`config.mk`:
```
export PLATFORM = sky130hd
export DESIGN_NAME = bacp_shift
export DESIGN_NICKNAME = d
export VERILOG_FILES = /design/src/design/bacp_pkg.sv /design/src/design/bacp_shift.sv
export SDC_FILE = /design/constraint.sdc
export NUM_CORES = 1
export LEC_CHECK = 0
export BUFFER_PORTS_ARGS = -buffer_cell sky130_fd_sc_hd__buf_2
export CORE_MARGIN = 5
export CORE_UTILIZATION = 25
export DETAILED_ROUTE_END_ITERATION = 16
export PLACE_DENSITY = 0.41
export SLEW_MARGIN = 20
export SYNTH_ARGS = -nofsm -noshare
export SYNTH_HDL_FRONTEND = slang
export SYNTH_SLANG_ARGS = --single-unit
```
`constraint.sdc`:
```
create_clock -name vclk -period 4.4
set_input_delay 0 -clock vclk [all_inputs]
set_output_delay 0 -clock vclk [all_outputs]
set_load 0.005 [all_outputs]
```
`src/design/bacp_pkg.sv`:
```
// Shared types and constants of the bit aligned copy engine.
package bacp_pkg;

  localparam int unsigned MEM_WORDS  = 256;
  localparam int unsigned WORD_BITS  = 32;
  localparam int unsigned WORD_AW    = $clog2(MEM_WORDS);
  localparam int unsigned OFF_W      = $clog2(WORD_BITS);
  localparam int unsigned BIT_AW     = WORD_AW + OFF_W;
  localparam int unsigned TOTAL_BITS = MEM_WORDS * WORD_BITS;
  localparam int unsigned SHAMT_W    = OFF_W + 1;

  typedef enum logic [1:0] {
    OP_WRITE = 2'd0,
    OP_READ  = 2'd1,
    OP_COPY  = 2'd2,
    OP_CLEAR = 2'd3
  } opcode_e;

  typedef struct packed {
    opcode_e     opcode;
    logic [7:0]  word_addr;
    logic [31:0] word_data;
    logic [12:0] dst_bit_addr;
    logic [12:0] src_bit_addr;
    logic [13:0] bit_count;
  } in_t;

  typedef struct packed {
    logic [31:0] read_data;
    logic        status;
  } out_t;

endpackage

```
`src/design/bacp_shift.sv`:
```
// Shared funnel shifter: right shift of a two word pair, low word kept.
module bacp_shift (
  input  logic [bacp_pkg::WORD_BITS-1:0] hi_i,
  input  logic [bacp_pkg::WORD_BITS-1:0] lo_i,
  input  logic [bacp_pkg::SHAMT_W-1:0]   amt_i,
  output logic [bacp_pkg::WORD_BITS-1:0] out_o
);

  logic [2*bacp_pkg::WORD_BITS-1:0] pair;

  assign pair  = {hi_i, lo_i} >> amt_i;
  assign out_o = pair[bacp_pkg::WORD_BITS-1:0];

endmodule

```
==> impl_metrics.toml <==
[floorplanning]
die-width_um = 144
ios = 102
fp-row-count = 49
core_area_sq_um = 17800
initial_utilization_pct = 25.2
die_y_um = 144
die_area_sq_um = 20800

[cells_and_area]
num-fill-cells = 1934
area_growth_syn_to_layout_pct = 11.5
layout.cells.non_filler = 745
antenna_cells = 0
nClkBuffers = 0
nets = 588
drive_above_1_share_pct = 43.2
seq_cells = 0
regArea_sq_um = 0

[cts]
holdBufCountCts = 0
cts_setup_buffers = 0
ctsResizeCount = 0

[worst_setup_path]
critPathLaunch = "amt_i[1]"
crit_fanout = 64
path_class = "in -> out"
worstPathRequired_ns = 4.40
crit_arrival_ns = 2.91
slowest_stage = "buf_4"
start_kind = "primary input"
worstPathCellList = "buf_4 -> buf_4 -> mux4_2 -> mux2_2 -> a222oi_1 -> o221ai_1 -> buf_2"
endpoint_kind = "output port"
worst_path_most_repeated_cell = "buf_4"
critPathMaxStageDelay_ns = 0.68

[route]
ant_nets = 0
firstDrtPassIters = 6
top_layer = "met4"
dr_wl_met3_um = 1470
wl_met1_um = 9280
totalWireLength_um = 19600
wl_met2_um = 8710
wire_per_inst_um = 26.3
drt_iter0_markers = 504
route.detailed.drc = 0
vias = 4661
viasPerCell = 6.26

[pwr]
p_clk_share_pct = 0
switching_share_pct = 55.9
pwr_density_cell_nw_per_um2 = 141
pwr-share-comb_pct = 100.0
seq_power_share_pct = 0
p_leak_nw = 1.98
p_int_mw = 0.311
p_sw_mw = 0.395
peakVddDrop_mv = 0.0637

[placed_design]
dpl.cell_count = 745
portBuffers = 102
dp_hpwl_um = 15400
gp_congestion = 0.944

[min_path]
hp-class = "in -> out"
hold_end = "out_o[4]"
hp-start = "amt_i[2]"
worstHoldPathCells = 5

[global_route]
grt_max_degree = 65
grt_pass1_wl_um = 29400
antenna_found_initial = 0
grt_use_total_pct = 18.1
grt_pass1_vias = 4506
overflow = 0

[sta]
maxSlewHeadroom_pct = 39.1
hold_viol_final = 0
holdWs_ns = 0.617
rsz0062_at_grt = "no"
worstMarginPinSlew_ns = 0.913
fmax_mhz = 343
fin_crit_sh_pct = 66.2
final_max_slew_viol_count = 0
fin_crit_ns = 2.91
finalSetupViolCount = 0
tns_ns = 0

[synthesis]
synth_cell_types = 62
synthesis.nets = 528
mappedNetlistArea_sq_um = 4490
syn_inst = 458
avgSynthCellArea_sq_um = 9.81
yosysSeqAreaShare_pct = 0
yosysWarningCount = 0

[job]
max_cap_viol_count = 0

[status]
status = "finished clean"
logic make-up (layout without fill, tap and decap cells):
logic type	after synthesis	after routing	synth area share, %
muxes	183	183	63.4
and+or+nand+nor	111	111	10.9
AOI/OAI and AO/OA	106	106	17.4
buffers and inverters	58	116	8.27
placed cells by master, fill, tap and decap left out, types with 6 or more instances in the layout:
cell / instances
a21oi_1: 13
o22ai_1: 12
buf_2: 100
mux4_1: 6
mux4_2: 69
a22oi_1: 6
nor2_1: 25
nand3_1: 8
o211ai_1: 6
mux2i_1: 69
o221ai_1: 8
nand2_1: 52
o21ai_0: 16
mux2_2: 36
buf_4: 11
cell usage after synthesis, types with 4 or more instances:
cell | number | area [sq um]
o211ai_1 | 6 | 45.0
a21oi_1 | 13 | 65.1
clkbuf_1 | 21 | 78.8
mux2_2 | 36 | 405
mux4_1 | 6 | 158
nand3_1 | 8 | 40.0
buf_4 | 9 | 67.6
mux2i_1 | 69 | 691
o21ai_0 | 16 | 80.1
buf_1 | 6 | 22.5
a211oi_1 | 5 | 37.5
nor2_1 | 25 | 93.8
nor2b_1 | 5 | 31.3
o22ai_1 | 12 | 75.1
buf_6 | 7 | 78.8
nor3_1 | 5 | 25.0
buf_2 | 6 | 30.0
a22oi_1 | 6 | 45.0
o221ai_1 | 8 | 70.1
nand2_1 | 52 | 195
mux4_2 | 69 | 1550
inv_1 | 4 | 15.0
power groups by stage:
stage	Combinational, mW	Clock, mW	Sequential [mW]
floorplan	0.456	0	0
global placement	0.697	0	0
detailed placement	0.696	0	0
CTS	0.699	0	0
global route	0.754	0	0
finish	0.706	0	0
critical path: cells and delay by family:
family,cells,cell delay [ns]
muxes,2,0.76
buffers and inverters,3,1.31
AOI/OAI and AO/OA,2,0.79
per-stage QoR:
| step | area, sq um | power [mW] | util [%] | setup slack (ns) |
|---|---|---|---|---|
| after floorplan | 4490 | 0.456 | - | 2.73 |
| after global placement | 5010 | 0.697 | 28.1 | 1.57 |
| after detailed placement | 5010 | 0.696 | 28.1 | 1.53 |
| after CTS | 5010 | 0.699 | 28.1 | 1.52 |
| after global routing | 5010 | 0.754 | 28.1 | 1.35 |
| final | 5010 | 0.706 | 28.1 | 1.49 |
metal layers:
metal | track usage (%) | vias up
met5 | 0 | -
met4 | 0.545 | 0
met3 | 1.82 | 8
met1 | 28.6 | 2387
met2 | 28.1 | 247
li1 | - | 2019
final cells by class:
type	instances	area, sq um	area share [%]
multi-input combinational	400	4120	82.3
timing repair buffer	111	583	11.6
tap	229	287	5.72
inverter	5	18.8	0.375
worst max-delay path by stage:
stage	to	depth (start not counted)	slack [ns]
after floorplan	out_o[3]	7	2.73
after CTS	out_o[8]	7	1.52
after global placement	out_o[8]	7	1.57
after detailed placement	out_o[8]	7	1.53
after global routing	out_o[8]	7	1.35
final	out_o[8]	7	1.49
(Power assumes the default switching activity.)
